### src/rtl/core/msplim_pkg.sv
// Shared constants and types of the motor stall power limiter.
package msplim_pkg;

    // Default averaging window, in samples.
    localparam int WINDOW_DEF = 8;

    // Payload widths.
    localparam int POWER_IN_W  = 16;
    localparam int VEL_W       = 16;
    localparam int POWER_OUT_W = 15;
    localparam int AVG_W       = 16;
    localparam int LIMIT_W     = 14;
    localparam int THRESH_W    = 16;
    localparam int CFG_DATA_W  = 16;

    // Absolute bound on the delivered power.
    localparam int POWER_MAX = 12000;

    // Register reset values.
    localparam logic [LIMIT_W-1:0]         LIMIT_RST  = LIMIT_W'(POWER_MAX);
    localparam logic signed [THRESH_W-1:0] THRESH_RST = '0;

    // Configuration register indexes.
    typedef enum logic [1:0] {
        CFG_LIMIT_FIRST   = 2'd0,
        CFG_LIMIT_SECOND  = 2'd1,
        CFG_THRESH_FIRST  = 2'd2,
        CFG_THRESH_SECOND = 2'd3
    } cfg_index_t;

endpackage

### src/rtl/core/msplim_ram.sv
// Generic single-port-write, single-port-read RAM with a registered read.
module msplim_ram #(
    parameter int WIDTH = 32,
    parameter int DEPTH = 8,
    parameter int ADDR_W = (DEPTH > 1) ? $clog2(DEPTH) : 1
) (
    input  logic              clk,
    input  logic              we,
    input  logic [ADDR_W-1:0] waddr,
    input  logic [WIDTH-1:0]  wdata,
    input  logic              re,
    input  logic [ADDR_W-1:0] raddr,
    output logic [WIDTH-1:0]  rdata
);

    logic [WIDTH-1:0] mem [DEPTH];

    always_ff @(posedge clk)
    begin
        if (we)
        begin
            mem[waddr] <= wdata;
        end
    end

    // Hold the read data until the next read.
    always_ff @(posedge clk)
    begin
        if (re)
        begin
            rdata <= mem[raddr];
        end
    end

endmodule

### src/rtl/core/motor_stall_power_limiter_unit.sv
// Top level of the motor stall power limiter: sample window, averages, stall stages.
//
// Usage
//   Input channel (in_valid / in_stall) carries one sample per transaction:
//   commanded power, measured velocity and a protection enable. Output channel
//   (out_valid / out_stall) returns one result per sample, in order: limited
//   power, average speed, average power and a flag for a stall stage firing.
//   Configuration must be written through cfg_we / cfg_index / cfg_data only
//   while the block is idle (unenforced); writes take effect at the next edge.
//
//   A sample passes stage 1, stage 2 and the output register: accepting it
//   issues the window RAM read, the commit to stage 2 does the running-sum
//   update and write-back, and the move to the output register loads the
//   stall compare, clamps and the reciprocal multiply of the averages.
//   Throughput is one sample per cycle unless the receiver stalls, set by the
//   single RAM read-modify-write per sample; the two RAM ports sustain it.
//
//   Reset (rst_n low, asynchronous) empties the pipeline, clears the sums,
//   slot pointers and fill count and restores the register defaults. The RAM
//   is not cleared: slots not yet written since reset read as zero through
//   the fill count. When the receiver stalls, the result is held in the
//   output register; the stages behind it keep accepting until they fill,
//   and only then is in_stall raised.
module motor_stall_power_limiter_unit #(
    parameter int WINDOW = msplim_pkg::WINDOW_DEF
) (
    input  logic                                          clk,
    input  logic                                          rst_n,

    input  logic                                          in_valid,
    output logic                                          in_stall,
    input  logic signed [msplim_pkg::POWER_IN_W-1:0]      power_in,
    input  logic signed [msplim_pkg::VEL_W-1:0]           velocity,
    input  logic                                          protect_enable,

    output logic                                          out_valid,
    input  logic                                          out_stall,
    output logic signed [msplim_pkg::POWER_OUT_W-1:0]     power_out,
    output logic signed [msplim_pkg::AVG_W-1:0]           avg_speed,
    output logic signed [msplim_pkg::AVG_W-1:0]           avg_power,
    output logic                                          limit_applied,

    input  logic                                          cfg_we,
    input  msplim_pkg::cfg_index_t                        cfg_index,
    input  logic [msplim_pkg::CFG_DATA_W-1:0]             cfg_data
);

    import msplim_pkg::*;

    // Window addressing and fill count.
    localparam int ADDR_W = (WINDOW > 1) ? $clog2(WINDOW) : 1;
    localparam int FILL_W = $clog2(WINDOW + 1);
    localparam logic [ADDR_W-1:0] SLOT_LAST = ADDR_W'(WINDOW - 1);
    localparam logic [FILL_W-1:0] FILL_FULL = FILL_W'(WINDOW);

    // Running sums hold up to WINDOW full-scale samples; compares get headroom
    // for negated, scaled thresholds.
    localparam int SUM_W = 16 + $clog2(WINDOW) + 1;
    localparam int CMP_W = SUM_W + 2;
    localparam logic signed [CMP_W-1:0] WIN_C = CMP_W'(WINDOW);

    // Divide by WINDOW as a multiply by a rounded-up reciprocal; the shift is
    // wide enough that the quotient is exact over the whole sum range.
    localparam int RCP_K = SUM_W + $clog2(WINDOW);
    localparam int RCP_W = RCP_K + 1;
    localparam longint unsigned RCP_L =
        ((64'd1 << RCP_K) + 64'(WINDOW) - 64'd1) / 64'(WINDOW);
    localparam logic [RCP_W-1:0] RCP = RCP_W'(RCP_L);
    localparam int PROD_W = SUM_W + RCP_W;

    // Clamp arithmetic width.
    localparam int CL_W = 18;
    localparam logic signed [CL_W-1:0] POWER_MAX_C = CL_W'(POWER_MAX);

    localparam int RAM_W = POWER_IN_W + VEL_W;

    typedef struct packed {
        logic out_move;
        logic commit;
        logic accept;
    } flow_t;

    function automatic logic stage_fires(
        input logic signed [CMP_W-1:0] ssum,
        input logic signed [CMP_W-1:0] psum,
        input logic signed [CMP_W-1:0] lim_w,
        input logic signed [CMP_W-1:0] thr_w
    );
        return ((ssum < thr_w) && (psum > lim_w)) ||
               ((ssum > -thr_w) && (psum < -lim_w));
    endfunction

    function automatic logic signed [CL_W-1:0] clamp_sym(
        input logic signed [CL_W-1:0] v,
        input logic signed [CL_W-1:0] lim
    );
        logic signed [CL_W-1:0] r;
        r = v;
        if (v > lim)
        begin
            r = lim;
        end
        else if (v < -lim)
        begin
            r = -lim;
        end
        return r;
    endfunction

    // ------------------------------------------------------------------
    // Configuration registers
    // ------------------------------------------------------------------
    logic [LIMIT_W-1:0]         limit_first_reg;
    logic [LIMIT_W-1:0]         limit_second_reg;
    logic signed [THRESH_W-1:0] thresh_first_reg;
    logic signed [THRESH_W-1:0] thresh_second_reg;

    always_ff @(posedge clk or negedge rst_n)
    begin
        if (!rst_n)
        begin
            limit_first_reg   <= LIMIT_RST;
            limit_second_reg  <= LIMIT_RST;
            thresh_first_reg  <= THRESH_RST;
            thresh_second_reg <= THRESH_RST;
        end
        else if (cfg_we)
        begin
            unique case (cfg_index)
                CFG_LIMIT_FIRST:   limit_first_reg   <= cfg_data[LIMIT_W-1:0];
                CFG_LIMIT_SECOND:  limit_second_reg  <= cfg_data[LIMIT_W-1:0];
                CFG_THRESH_FIRST:  thresh_first_reg  <= signed'(cfg_data[THRESH_W-1:0]);
                CFG_THRESH_SECOND: thresh_second_reg <= signed'(cfg_data[THRESH_W-1:0]);
                default:           limit_first_reg   <= limit_first_reg;
            endcase
        end
    end

    // ------------------------------------------------------------------
    // Pipeline flow: a stage advances when the one ahead is empty or moving
    // ------------------------------------------------------------------
    logic  s1_valid_reg, s1_valid_next;
    logic  s2_valid_reg, s2_valid_next;
    logic  out_valid_reg, out_valid_next;
    flow_t flow;

    always_comb
    begin
        flow.out_move = !out_valid_reg || !out_stall;
        flow.commit   = s1_valid_reg && (!s2_valid_reg || flow.out_move);
        flow.accept   = in_valid && (!s1_valid_reg || flow.commit);
    end

    assign in_stall = s1_valid_reg && !flow.commit;

    always_comb
    begin
        s1_valid_next  = s1_valid_reg;
        s2_valid_next  = s2_valid_reg;
        out_valid_next = out_valid_reg;
        if (flow.accept || flow.commit)
        begin
            s1_valid_next = flow.accept;
        end
        if (flow.commit || (s2_valid_reg && flow.out_move))
        begin
            s2_valid_next = flow.commit;
        end
        if (flow.out_move)
        begin
            out_valid_next = s2_valid_reg;
        end
    end

    always_ff @(posedge clk or negedge rst_n)
    begin
        if (!rst_n)
        begin
            s1_valid_reg  <= 1'b0;
            s2_valid_reg  <= 1'b0;
            out_valid_reg <= 1'b0;
        end
        else
        begin
            s1_valid_reg  <= s1_valid_next;
            s2_valid_reg  <= s2_valid_next;
            out_valid_reg <= out_valid_next;
        end
    end

    // ------------------------------------------------------------------
    // Window RAM: read the evicted sample on accept, write the new one on
    // commit. Read and write pointers advance separately.
    // ------------------------------------------------------------------
    logic [ADDR_W-1:0] rd_slot_reg, rd_slot_next;
    logic [ADDR_W-1:0] wr_slot_reg, wr_slot_next;
    logic [FILL_W-1:0] fill_reg, fill_next;
    logic [RAM_W-1:0]  ram_rdata;

    always_comb
    begin
        rd_slot_next = rd_slot_reg;
        wr_slot_next = wr_slot_reg;
        fill_next    = fill_reg;
        if (flow.accept)
        begin
            rd_slot_next = (rd_slot_reg == SLOT_LAST) ? '0 : rd_slot_reg + 1'b1;
        end
        if (flow.commit)
        begin
            wr_slot_next = (wr_slot_reg == SLOT_LAST) ? '0 : wr_slot_reg + 1'b1;
            if (fill_reg != FILL_FULL)
            begin
                fill_next = fill_reg + 1'b1;
            end
        end
    end

    always_ff @(posedge clk or negedge rst_n)
    begin
        if (!rst_n)
        begin
            rd_slot_reg <= '0;
            wr_slot_reg <= '0;
            fill_reg    <= '0;
        end
        else
        begin
            rd_slot_reg <= rd_slot_next;
            wr_slot_reg <= wr_slot_next;
            fill_reg    <= fill_next;
        end
    end

    // Stage 1 payload
    logic signed [POWER_IN_W-1:0] s1_power_reg;
    logic signed [VEL_W-1:0]      s1_vel_reg;
    logic                         s1_en_reg;
    logic                         s1_fwd_reg;
    logic [RAM_W-1:0]             s1_fwd_data_reg;

    // A read of the slot that is being written in the same cycle only happens
    // with a one-entry window; forward the new sample in that case.
    always_ff @(posedge clk)
    begin
        if (flow.accept)
        begin
            s1_power_reg    <= power_in;
            s1_vel_reg      <= velocity;
            s1_en_reg       <= protect_enable;
            s1_fwd_reg      <= flow.commit && (rd_slot_reg == wr_slot_reg);
            s1_fwd_data_reg <= {s1_power_reg, s1_vel_reg};
        end
    end

    msplim_ram #(
        .WIDTH  (RAM_W),
        .DEPTH  (WINDOW),
        .ADDR_W (ADDR_W)
    ) u_window_ram (
        .clk   (clk),
        .we    (flow.commit),
        .waddr (wr_slot_reg),
        .wdata ({s1_power_reg, s1_vel_reg}),
        .re    (flow.accept),
        .raddr (rd_slot_reg),
        .rdata (ram_rdata)
    );

    // ------------------------------------------------------------------
    // Stage 1 -> 2: running-sum update. Slots not yet written read as zero.
    // ------------------------------------------------------------------
    logic [RAM_W-1:0]           old_word;
    logic signed [VEL_W-1:0]    old_vel;
    logic signed [POWER_IN_W-1:0] old_power;
    logic signed [SUM_W-1:0]    speed_sum_reg, speed_sum_next;
    logic signed [SUM_W-1:0]    power_sum_reg, power_sum_next;

    always_comb
    begin
        old_word = s1_fwd_reg ? s1_fwd_data_reg : ram_rdata;
        if (fill_reg != FILL_FULL)
        begin
            old_word = '0;
        end
        old_power = signed'(old_word[RAM_W-1:VEL_W]);
        old_vel   = signed'(old_word[VEL_W-1:0]);
    end

    always_comb
    begin
        speed_sum_next = speed_sum_reg;
        power_sum_next = power_sum_reg;
        if (flow.commit)
        begin
            speed_sum_next = speed_sum_reg + SUM_W'(s1_vel_reg) - SUM_W'(old_vel);
            power_sum_next = power_sum_reg + SUM_W'(s1_power_reg) - SUM_W'(old_power);
        end
    end

    always_ff @(posedge clk or negedge rst_n)
    begin
        if (!rst_n)
        begin
            speed_sum_reg <= '0;
            power_sum_reg <= '0;
        end
        else
        begin
            speed_sum_reg <= speed_sum_next;
            power_sum_reg <= power_sum_next;
        end
    end

    // Stage 2 payload; sums and fill count already reflect this sample and
    // hold while it waits here.
    logic signed [POWER_IN_W-1:0] s2_power_reg;
    logic                         s2_en_reg;

    always_ff @(posedge clk)
    begin
        if (flow.commit)
        begin
            s2_power_reg <= s1_power_reg;
            s2_en_reg    <= s1_en_reg;
        end
    end

    // ------------------------------------------------------------------
    // Stage 2 -> output: stall stages, clamps and averages
    // ------------------------------------------------------------------
    logic signed [CMP_W-1:0] ssum_x, psum_x;
    logic signed [CMP_W-1:0] lim1_w, lim2_w, thr1_w, thr2_w;
    logic                    armed, fire1, fire2;
    logic signed [CL_W-1:0]  pw1, pw2, pw_final;

    always_comb
    begin
        ssum_x = CMP_W'(speed_sum_reg);
        psum_x = CMP_W'(power_sum_reg);
        lim1_w = signed'(CMP_W'(limit_first_reg)) * WIN_C;
        lim2_w = signed'(CMP_W'(limit_second_reg)) * WIN_C;
        thr1_w = CMP_W'(thresh_first_reg) * WIN_C;
        thr2_w = CMP_W'(thresh_second_reg) * WIN_C;

        armed = s2_en_reg && (fill_reg == FILL_FULL);
        fire1 = armed && stage_fires(ssum_x, psum_x, lim1_w, thr1_w);
        fire2 = armed && stage_fires(ssum_x, psum_x, lim2_w, thr2_w);

        pw1 = CL_W'(s2_power_reg);
        if (fire1)
        begin
            pw1 = clamp_sym(pw1, signed'(CL_W'(limit_first_reg)));
        end
        pw2 = pw1;
        if (fire2)
        begin
            pw2 = clamp_sym(pw1, signed'(CL_W'(limit_second_reg)));
        end
        pw_final = clamp_sym(pw2, POWER_MAX_C);
    end

    // Truncating division: divide the magnitude, then restore the sign.
    logic                speed_neg, power_neg;
    logic [SUM_W-1:0]    speed_mag, power_mag;
    logic [PROD_W-1:0]   speed_prod, power_prod;
    logic [SUM_W-1:0]    speed_q, power_q;
    logic signed [SUM_W-1:0] speed_avg, power_avg;

    always_comb
    begin
        speed_neg  = speed_sum_reg[SUM_W-1];
        power_neg  = power_sum_reg[SUM_W-1];
        speed_mag  = speed_neg ? unsigned'(-speed_sum_reg) : unsigned'(speed_sum_reg);
        power_mag  = power_neg ? unsigned'(-power_sum_reg) : unsigned'(power_sum_reg);
        speed_prod = PROD_W'(speed_mag) * PROD_W'(RCP);
        power_prod = PROD_W'(power_mag) * PROD_W'(RCP);
        speed_q    = speed_prod[RCP_K +: SUM_W];
        power_q    = power_prod[RCP_K +: SUM_W];
        speed_avg  = speed_neg ? -signed'(speed_q) : signed'(speed_q);
        power_avg  = power_neg ? -signed'(power_q) : signed'(power_q);
    end

    // Output register
    logic signed [POWER_OUT_W-1:0] power_out_reg;
    logic signed [AVG_W-1:0]       avg_speed_reg;
    logic signed [AVG_W-1:0]       avg_power_reg;
    logic                          limit_applied_reg;

    always_ff @(posedge clk)
    begin
        if (s2_valid_reg && flow.out_move)
        begin
            power_out_reg     <= pw_final[POWER_OUT_W-1:0];
            avg_speed_reg     <= speed_avg[AVG_W-1:0];
            avg_power_reg     <= power_avg[AVG_W-1:0];
            limit_applied_reg <= fire1 || fire2;
        end
    end

    assign out_valid     = out_valid_reg;
    assign power_out     = power_out_reg;
    assign avg_speed     = avg_speed_reg;
    assign avg_power     = avg_power_reg;
    assign limit_applied = limit_applied_reg;

endmodule
### config.mk
export PLATFORM = sky130hd
export DESIGN_NAME = motor_stall_power_limiter_unit
export DESIGN_NICKNAME = d
export VERILOG_FILES = /design/src/rtl/core/msplim_pkg.sv /design/src/rtl/core/msplim_ram.sv /design/src/rtl/core/motor_stall_power_limiter_unit.sv
export SDC_FILE = /design/constraint.sdc
export NUM_CORES = 1
export LEC_CHECK = 0
export ABC_CLOCK_PERIOD_IN_PS = 10500
export BUFFER_PORTS_ARGS = -buffer_cell sky130_fd_sc_hd__buf_2
export CORE_MARGIN = 2
export CORE_UTILIZATION = 55
export CTS_BUF_LIST = sky130_fd_sc_hd__clkbuf_8
export DETAILED_ROUTE_END_ITERATION = 16
export PLACE_DENSITY_LB_ADDON = 0.15
export SKIP_CTS_REPAIR_TIMING = 1
export SLEW_MARGIN = 15
export SYNTH_ARGS = -nofsm -noshare
export SYNTH_HDL_FRONTEND = slang
export SYNTH_SLANG_ARGS = --single-unit
### constraint.sdc
create_clock -name clk -period 10.5 [get_ports clk]
set_input_delay 2.1 -clock clk [delete_from_list [all_inputs] [get_ports clk]]
set_output_delay 2.1 -clock clk [all_outputs]
set_load 0.05 [all_outputs]
# --- Yosys cells after proc, flatten, opt, wreduce, memory -nomap -nowiden ---
# Memory sizes are Yosys's and may differ from the RTL's. A register that Yosys moved wholly into a read port is not among the register bits.
# Index checks and enable logic that the tools add are counted.
op_classes:
  n_addsub: 17
  multipliers: 0
  n_div: 0
  n_lt_le_gt_ge: 14
  eq_ne: 8
  shift: 0
  n_mux: 17
  bitwise_logic: 0
  reduce_logical: 32
op_table:
  columns: ["cell", "n"]
  rows:
  - ["$mux 18", 6]
  - ["$mux 32", 2]
  - ["$gt 20x22->1", 2]
  - ["$lt 20x22->1", 2]
  - ["$neg 17->22", 2]
  - ["$neg 19->22", 2]
  - ["$add 20x16->20", 2]
  - ["$gt 20x18->1", 2]
  - ["$lt 20x19->1", 2]
  - ["$sub 20x16->20", 2]
  - ["$mux 19", 2]
  - ["$neg 19->19", 2]
  - ["$neg 14->18", 2]
  - ["$mux 16", 2]
  - ["$neg 16->16", 2]
  - ["$gt 18x15->1", 1]
  - ["$gt 18x15->1 const B", 1]
  - ["$lt 16x18->1", 1]
  - ["$lt 18x15->1 const B", 1]
  - ["$lt 18x18->1", 1]
  - ["$gt 16x15->1", 1]
  - ["$mux 15", 1]
  - ["$logic_and 1x1->1", 12]
  - ["$reduce_and 2->1", 5]
  - ["14 further kinds", 30]
totals:
  ff_bits: 244
  latchBits: 0
  ram_bits: 256
  rom_bits: 0
  input_bits: 56
  elab_cells: 113
  memories: 1
mem_list:
  columns: ["name", "words", "width", "rd", "rd_clocked_by_memory_dff", "write_ports", "line", "text"]
  rows:
  - ["u_window_ram.mem", 8, 32, 1, 1, 1, "msplim_ram.sv:16", "logic [WIDTH-1:0] mem [DEPTH];"]

# --- Depth between registers and ports, before layout ---
# Gate-level depths: netlist of the first run.
depth:
  word_depth: 12
  depth_mapped: 34

# --- By module ---
# Synthesis of the first run repeated with hierarchy kept, for this count alone.
hier_totals:
  cells_unflattened: 2428
  area_unflattened_um2: 30065.1
by_module_without_submodules:
  columns: ["mod", "instances", "cells_each", "area_each_um2"]
  rows:
  - ["motor_stall_power_limiter_unit", 1, 2013, 19278.5]
  - ["msplim_ram", 1, 415, 10786.6]

# --- Least setup slack after synthesis of the first run ---
# Ideal clock, no wire load.
synth_path:
  path_type: "register -> register"
  startpoint: "reg limit_first_reg[0]"
  endpoint: "reg power_out_reg[5], in the netlist power_out[5], data pin"
  setup_time_ns: 0.259
  arrival_time_ns: 7.382
  required_time_ns: 10.241
  path_slack_ns: 2.859
  stages_incl_launch_ff: 34
  path_buffers: 3
  period_less_slack_ns: 7.641
  path_cell_list: "dfrtp_1 > inv_1 > ha_1 > or3b_4 > or3_4 > or3_4 > or3_4 > nor3_1 > ha_1 > nand4_1 > nor4_1 > o21ai_0 > nand2_1 > mux2i_1 > a21oi_4 > nor2_1 > clkbuf_1 > mux2_2 > ha_1 > a21o_1 > a21o_1 > a21oi_1 > o211ai_1 > a221oi_1 > a41oi_1 > a31oi_1 > a21o_1 > buf_6 > buf_12 > a31oi_4 > a2111oi_4 > o2111ai_1 > a211o_2 > a211o_1"
synth_via:
  elab_chain_len: 12
  word_cells_on_any_way: 21
  cone_classes: "2 x add/sub; 8 x order compare; 6 x mux; 5 x reduce/logical"
synth_lines:
  columns: ["item", "line", "text"]
  rows:
  - ["from (decl)", "motor_stall_power_limiter_unit.sv:113", "logic [LIMIT_W-1:0] limit_first_reg;"]
  - ["from (signal assigned)", "motor_stall_power_limiter_unit.sv:130", "CFG_LIMIT_FIRST: limit_first_reg <= cfg_data[LIMIT_W-1:0];"]
  - ["from (signal assigned)", "motor_stall_power_limiter_unit.sv:134", "default: limit_first_reg <= limit_first_reg;"]
  - ["$neg 17->22", "motor_stall_power_limiter_unit.sv:90", "((ssum > -thr_w) && (psum < -lim_w));"]
  - ["$lt 20x22->1", "motor_stall_power_limiter_unit.sv:90", null]
  - ["$logic_and 1x1->1", "motor_stall_power_limiter_unit.sv:90", null]
  - ["$logic_or 1x1->1", "motor_stall_power_limiter_unit.sv:89", "return ((ssum < thr_w) && (psum > lim_w)) ||"]
  - ["$logic_and 1x1->1", "motor_stall_power_limiter_unit.sv:347", "fire1 = armed && stage_fires(ssum_x, psum_x, lim1_w, thr1_w);"]
  - ["$mux 18 (*)", "motor_stall_power_limiter_unit.sv:351", "if (fire1)"]
  - ["$lt 18x18->1", "motor_stall_power_limiter_unit.sv:103", "else if (v < -lim)"]
  - ["$mux 18", "motor_stall_power_limiter_unit.sv:103", null]
  - ["$mux 18", "motor_stall_power_limiter_unit.sv:99", "if (v > lim)"]
  - ["$mux 18 (*)", "motor_stall_power_limiter_unit.sv:356", "if (fire2)"]
  - ["$gt 18x15->1 or $lt 18x15->1 (tied branches)", "motor_stall_power_limiter_unit.sv:99, motor_stall_power_limiter_unit.sv:103", null]
  - ["$reduce_or 2->1 (no source line)", null, null]
  - ["to (signal assigned)", "motor_stall_power_limiter_unit.sv:394", "power_out_reg <= pw_final[POWER_OUT_W-1:0];"]
  - ["to (decl)", "motor_stall_power_limiter_unit.sv:385", "logic signed [POWER_OUT_W-1:0] power_out_reg;"]
# Every way passes the cells marked *; elsewhere a longest branch is shown, timed or not.
# A chain may end at the register's enable or synchronous reset.

# --- Worst setup path after layout of the first run ---
# Ends and elaborated chain as after synthesis.

==> impl_metrics.toml, run 1 <==
[sta]
final_hold_viol_count = 0
rsz0062_at_grt = "false"
whs_ns = 0.422
setup_viol = 0
fin_skew_ns = 0.0332
timing.final.crit_share = 0.900
drv_slew = 0
fin_ws_ns = 1.05
fmax_mhz = 106
worstMarginPinSlew_ns = 1.01
slew_headroom = 0.324
setup-tns-final_ns = 0
finalCriticalPeriod_ns = 9.45

[die]
die_x_um = 237
die_h_um = 237
fp.coreArea_sq_um = 53800
pin_count = 106
rows = 85
initial_core_util = 0.556
die_area_sq_um = 56300

[placement]
port_buffers = 105
dp_slack_ns = 1.26
gp_congestion = 0.972
dp_hpwl_mm = 53.8
placed_cells = 3176
placed_cell_area_sq_um = 31300

[yosys]
synth-simple-area-share = 0.0889
ys_seq_area_frac = 0.516
synth.most_common_cell = "edfxtp_1"
yosys.area.top_type = "edfxtp_1"
ys_warn_count = 0
yosys-top-cells-count = "419 x edfxtp_1, 254 x ha_1, 250 x inv_1"
synthAdderAreaFrac = 0.132
synth_edf_count = 419
syn_avg_cell_area_sq_um = 12.4
syn_area_sq_um = 29900
postSynth.asyncResetShare = 0.212
ys.flop_type = "edfxtp_1"
synthTopCellsByArea = "edfxtp_1 42%, ha_1 11%, dfrtp_1 8.3%"
synth_cells = 2416
synth_xor_area_frac = 0.0360
synth_compound_area_frac = 0.0933
ys_seq_elements = 532
synth_nets = 2764
synth.mux.area_fraction = 0.0933
synth.distinct_cells = 90
synth_top_family_by_area = "adder cells"
yosys.area.top_type_share = 0.421

[job]
cap_viol_max_count = 0

[power_and_ir_drop]
p_per_area_nw_per_um2 = 266
vdd_ir_drop_max_v = 0.000142
p_leak_nw = 13.3

[layout]
fin_area_sq_um = 33100
largest_reg_flops = 256
layout-drive-gt1-share = 0.175
layoutNonFillerInstCount = 3330
area_delta_synth_final_pct = 10.5
multi_input_area_sq_um = 13300
fillers = 4258
register_area_sq_um = 15400
final_nets = 2918

[clocking]
cts_root_buf = "clkbuf_8"
clk_pin_slew_ns = 0.06
cts_tree = "done"
cts_sinks = 532
htree_num_levels = 3
clock_latency_ns = 0.70
clock_path_buffers = 3
cts_made_buffers = 88

[critical_path]
criticalPathCategory = "reg -> reg"
critPathCaptureType = "register"
startpoint_type = "register"
worstPathRequired_ns = 10.92
r2r_start = "limit_first_reg[0]"
crit_path_start = "limit_first_reg[0]"
cp.arrival_ns = 9.87
slowest_delay_ns = 0.72
crit_fanout = 18
critPathSlowestCell = "nor2_1"

[grt]
grt_pass1_vias = 20200
grt_use_total = 0.274
gr-total-overflow = 0
grt_max_degree = 73
grt_pass1_wl_mm = 117
antenna_found_initial = 1

[detailed_routing]
drtIter0Drc = 1413
routedWlPerCell_um = 22.8
top_layer_used = "met4"
via_per_inst = 6.01
drtAntennaViolNets = 0
drc = 0
met2_length_mm = 35.9
wirelength_mm = 75.8
wl_met1_mm = 33.3
drtPass1Iterations = 5
num_vias = 20000
wl_met3_mm = 4.17

[min_path]
min_from = "s1_en_reg"
hold_class = "reg -> reg"

[run_status]
status = "finished, final reports clean"
worst max-delay path: cells and delay by family (launching register included):
kind | cells | cell delay (ns)
simple gates | 9 | 3.08
flops | 1 | 0.44
mux | 1 | 0.44
compound gates | 16 | 4.34
buf+inv | 1 | 0.14
fa+ha+maj | 3 | 0.74
kinds of logic after synthesis:
group	after synthesis
AOI/OAI and AO/OA	420
and+or+nand+nor	544
xor gates and xnor gates	123
muxes	188
adders and majority gates	292
DFF	532
buffers and inverters	317
per-layer routing:
layer,global-route usage,up-vias
met5,0,-
met2,0.448,650
li1,-,9299
met4,0.0934,0
met3,0.0399,143
met1,0.378,9924
final timing paths:
kind / to / slack, ns / cells after the start
worst max-delay path: power_out[5] / 1.05 / 30
worst min-delay path: s2_en_reg / 0.42 / 0
worst max register to register: power_out[5] / 1.05 / 30
worst min register to register: s2_en_reg / 0.42 / 0
max in group asynchronous: power_sum_reg[4] / 7.64 / 2
min in group asynchronous: thresh_second_reg[3] / 1.49 / 1
through the flow:
step	utilization	total power [mW]
final	0.614	8.80
after global routing	0.614	9.42
after CTS	0.614	8.86
after detailed placement	0.581	6.99
after global placement	0.581	6.87
after floorplan	-	5.93
final cells by class:
cell class                      instances  area share
Multi-Input combinational cell       1567       0.403
Sequential cell                       532       0.467
Antenna cell                            1   0.0000757
Clock buffer                           95      0.0396
Tap cell                              696      0.0263
Timing Repair Buffer                  131      0.0219
Inverter                              250      0.0285
Clock inverter                         58      0.0138
placed cells by master (no fill, tap or decap), types with 10 or more instances in the layout:
| cell type | n |
|---|---|
| nand2_1 | 159 |
| buf_4 | 27 |
| fa_1 | 38 |
| ha_1 | 254 |
| dfstp_2 | 14 |
| clkinv_2 | 11 |
| o22ai_1 | 16 |
| nand3_1 | 52 |
| nand2b_1 | 21 |
| mux2i_1 | 37 |
| xor2_1 | 22 |
| o31ai_1 | 10 |
| mux2_2 | 87 |
| dfrtp_1 | 97 |
| a31oi_1 | 17 |
| nor3_1 | 55 |
| xnor2_1 | 101 |
| clkbuf_8 | 95 |
| inv_1 | 269 |
| o211ai_1 | 19 |
| edfxtp_1 | 419 |
| clkinv_1 | 14 |
| nor4_1 | 17 |
| or3_1 | 16 |
| a21o_1 | 45 |
| nand4_1 | 41 |
| mux4_2 | 64 |
| nor2_1 | 111 |
| a21oi_1 | 84 |
| and3_1 | 10 |
| nor2b_1 | 14 |
| a211oi_1 | 27 |
| buf_2 | 104 |
| o21ai_0 | 110 |
report_power, final:
group | switching, mW | total (mW) | internal, mW
sequential | 0.494 | 3.25 | 2.75
combinational | 2.16 | 3.72 | 1.57
clock | 0.838 | 1.83 | 0.992
total | 3.49 | 8.80 | 5.31
Note: power is estimated with default switching activity, not from simulation.
==> run 2: changes to the inputs <==
- CORE_UTILIZATION: 55 -> 53
==> run 2 against run 1 <==
  * Routed wire length shrank 0.15%
  * Clock power shrank 5%
  * Sequential cell count is the same
  * Power shrank 1.3%
  * Global-route usage shrank 1.2 points
  * Setup slack gained 0.31 ns
  * Register-to-register slack gained 0.31 ns
  * First-iteration DRC count shrank 4.5%
  * Final cell count grew 2.0%
  * Sequential power is essentially flat
  * Critical path type unchanged
  * Largest cell class unchanged
  * Largest power group unchanged
  * Highest routed layer is now met5
==> impl_metrics.toml, run 2 (synthesized netlist as in run 1, its figures left out) <==
[run_status]
status = "finished, final reports clean"

[power_and_ir_drop]
vdd_ir_drop_max_v = 0.000130
p_per_area_nw_per_um2 = 263
clkPwrFrac = 0.200
combPwrFrac = 0.426
seq_power_share = 0.373
p_leak_nw = 13.3
p_sw_frac = 0.404
p_int_mw = 5.18
switchingPower_mw = 3.51
design_power_total_mw = 8.69

[grt]
grt_max_degree = 73
grt_pass1_wl_mm = 118
antenna_found_initial = 2
gr-total-overflow = 0
grt_use_total = 0.262
grt_pass1_vias = 20700

[critical_path]
criticalPathCategory = "reg -> reg"
rrSetupSlack_ns = 1.36
slowest_delay_ns = 0.63
crit_fanout = 18
rr_worst_depth = 31
r2r_end = "power_out[5]"
r2r_start = "limit_first_reg[0]"
critPathCaptureType = "register"
worstPathRequired_ns = 10.94
cp.arrival_ns = 9.58
critPathSlowestCell = "a21o_1"
startpoint_type = "register"

[sta]
setup-tns-final_ns = 0
fin_skew_ns = 0.0428
final_hold_viol_count = 0
timing.final.crit_share = 0.870
fmax_mhz = 109
slew_headroom = 0.296
worstMarginPinSlew_ns = 1.06
finalCriticalPeriod_ns = 9.14
whs_ns = 0.502
rsz0062_at_grt = "false"
drv_slew = 0
fin_ws_ns = 1.36
setup_viol = 0

[clocking]
cts_sinks = 532
cts_made_buffers = 89
htree_num_levels = 3
cts_root_buf = "clkbuf_8"
clk_pin_slew_ns = 0.06
cts_tree = "done"
clock_latency_ns = 0.71
clock_path_buffers = 3

[detailed_routing]
wl_met1_mm = 33.8
drtAntennaViolNets = 0
met2_length_mm = 35.1
drc = 0
wirelength_mm = 75.6
drtIter0Drc = 1349
routedWlPerCell_um = 22.3
via_per_inst = 5.90
wl_met3_mm = 3.95
top_layer_used = "met5"
drtPass1Iterations = 5
num_vias = 20100

[placement]
gp_congestion = 0.964
dp_slack_ns = 1.42
dp_hpwl_mm = 53.5
placed_cells = 3235
port_buffers = 105

[layout]
final_nets = 2918
layoutNonFillerInstCount = 3398
area_delta_synth_final_pct = 10.5
mostFrequentLayoutCells = "419 x edfxtp_1, 273 x inv_1, 254 x ha_1, 159 x nand2_1, 111 x nor2_1"
largest_reg_flops = 256
layout-drive-gt1-share = 0.173
layout_commonest_cell = "edfxtp_1"

[min_path]
hold_end = "fill_reg[3]"
min_from = "fill_reg[3]"
holdPathStages = 1
hold_class = "reg -> reg"

[die]
fp.coreArea_sq_um = 56100
pin_count = 106
die_x_um = 242
rows = 87
die_h_um = 242
initial_core_util = 0.533
die_area_sq_um = 58300

[job]
cap_viol_max_count = 0
run 2: worst max-delay path, delay by kind of cell (launching register included):
family          cells  cell delay, ns
compound gates     16            4.33
simple gates        9            2.57
fa+ha+maj           3            0.75
flops               1            0.44
mux                 1            0.42
buf+inv             2            0.35
run 2: layer usage:
metal  up-vias  global-route usage
met2       585               0.414
li1       9296                   -
met3       153              0.0396
met5         -                   0
met4         2               0.109
met1     10000               0.365
run 2: final cells by class:
cell class,instances,area [sq um]
fillers,4562,23000
flip-flops and latches,532,15400
multi-input cells,1567,13300
clock buffers,89,1220
well taps,756,946
inverters,250,941
repair buffers,130,716
clock inverters,73,453
diodes,1,2.50
run 2: power by group through the flow:
stage               clock [mW]  combinational (mW)  sequential (mW)
floorplan                    0                2.69             3.23
global placement             0                3.59             3.26
detailed placement           0                3.70             3.28
CTS                       1.79                3.72             3.24
global route              1.89                4.16             3.30
finish                    1.74                3.70             3.24
run 2: stage by stage:
stage	utilization	area (sq um)
floorplan	-	29900
global placement	0.559	31400
detailed placement	0.559	31400
CTS	0.589	33000
global route	0.589	33000
finish	0.589	33000
run 2: worst max-delay path by stage:
stage / end / startpoint / cells after the start / slack [ns]
global placement: power_out[5] / limit_first_reg[0] / 31 / 1.59
finish: power_out[5] / limit_first_reg[0] / 31 / 1.36
global route: power_out[5] / limit_first_reg[0] / 31 / 0.49
CTS: power_out[5] / limit_first_reg[0] / 31 / 1.37
detailed placement: power_out[5] / limit_first_reg[0] / 31 / 1.42
floorplan: power_out[5] / limit_first_reg[0] / 33 / 2.86
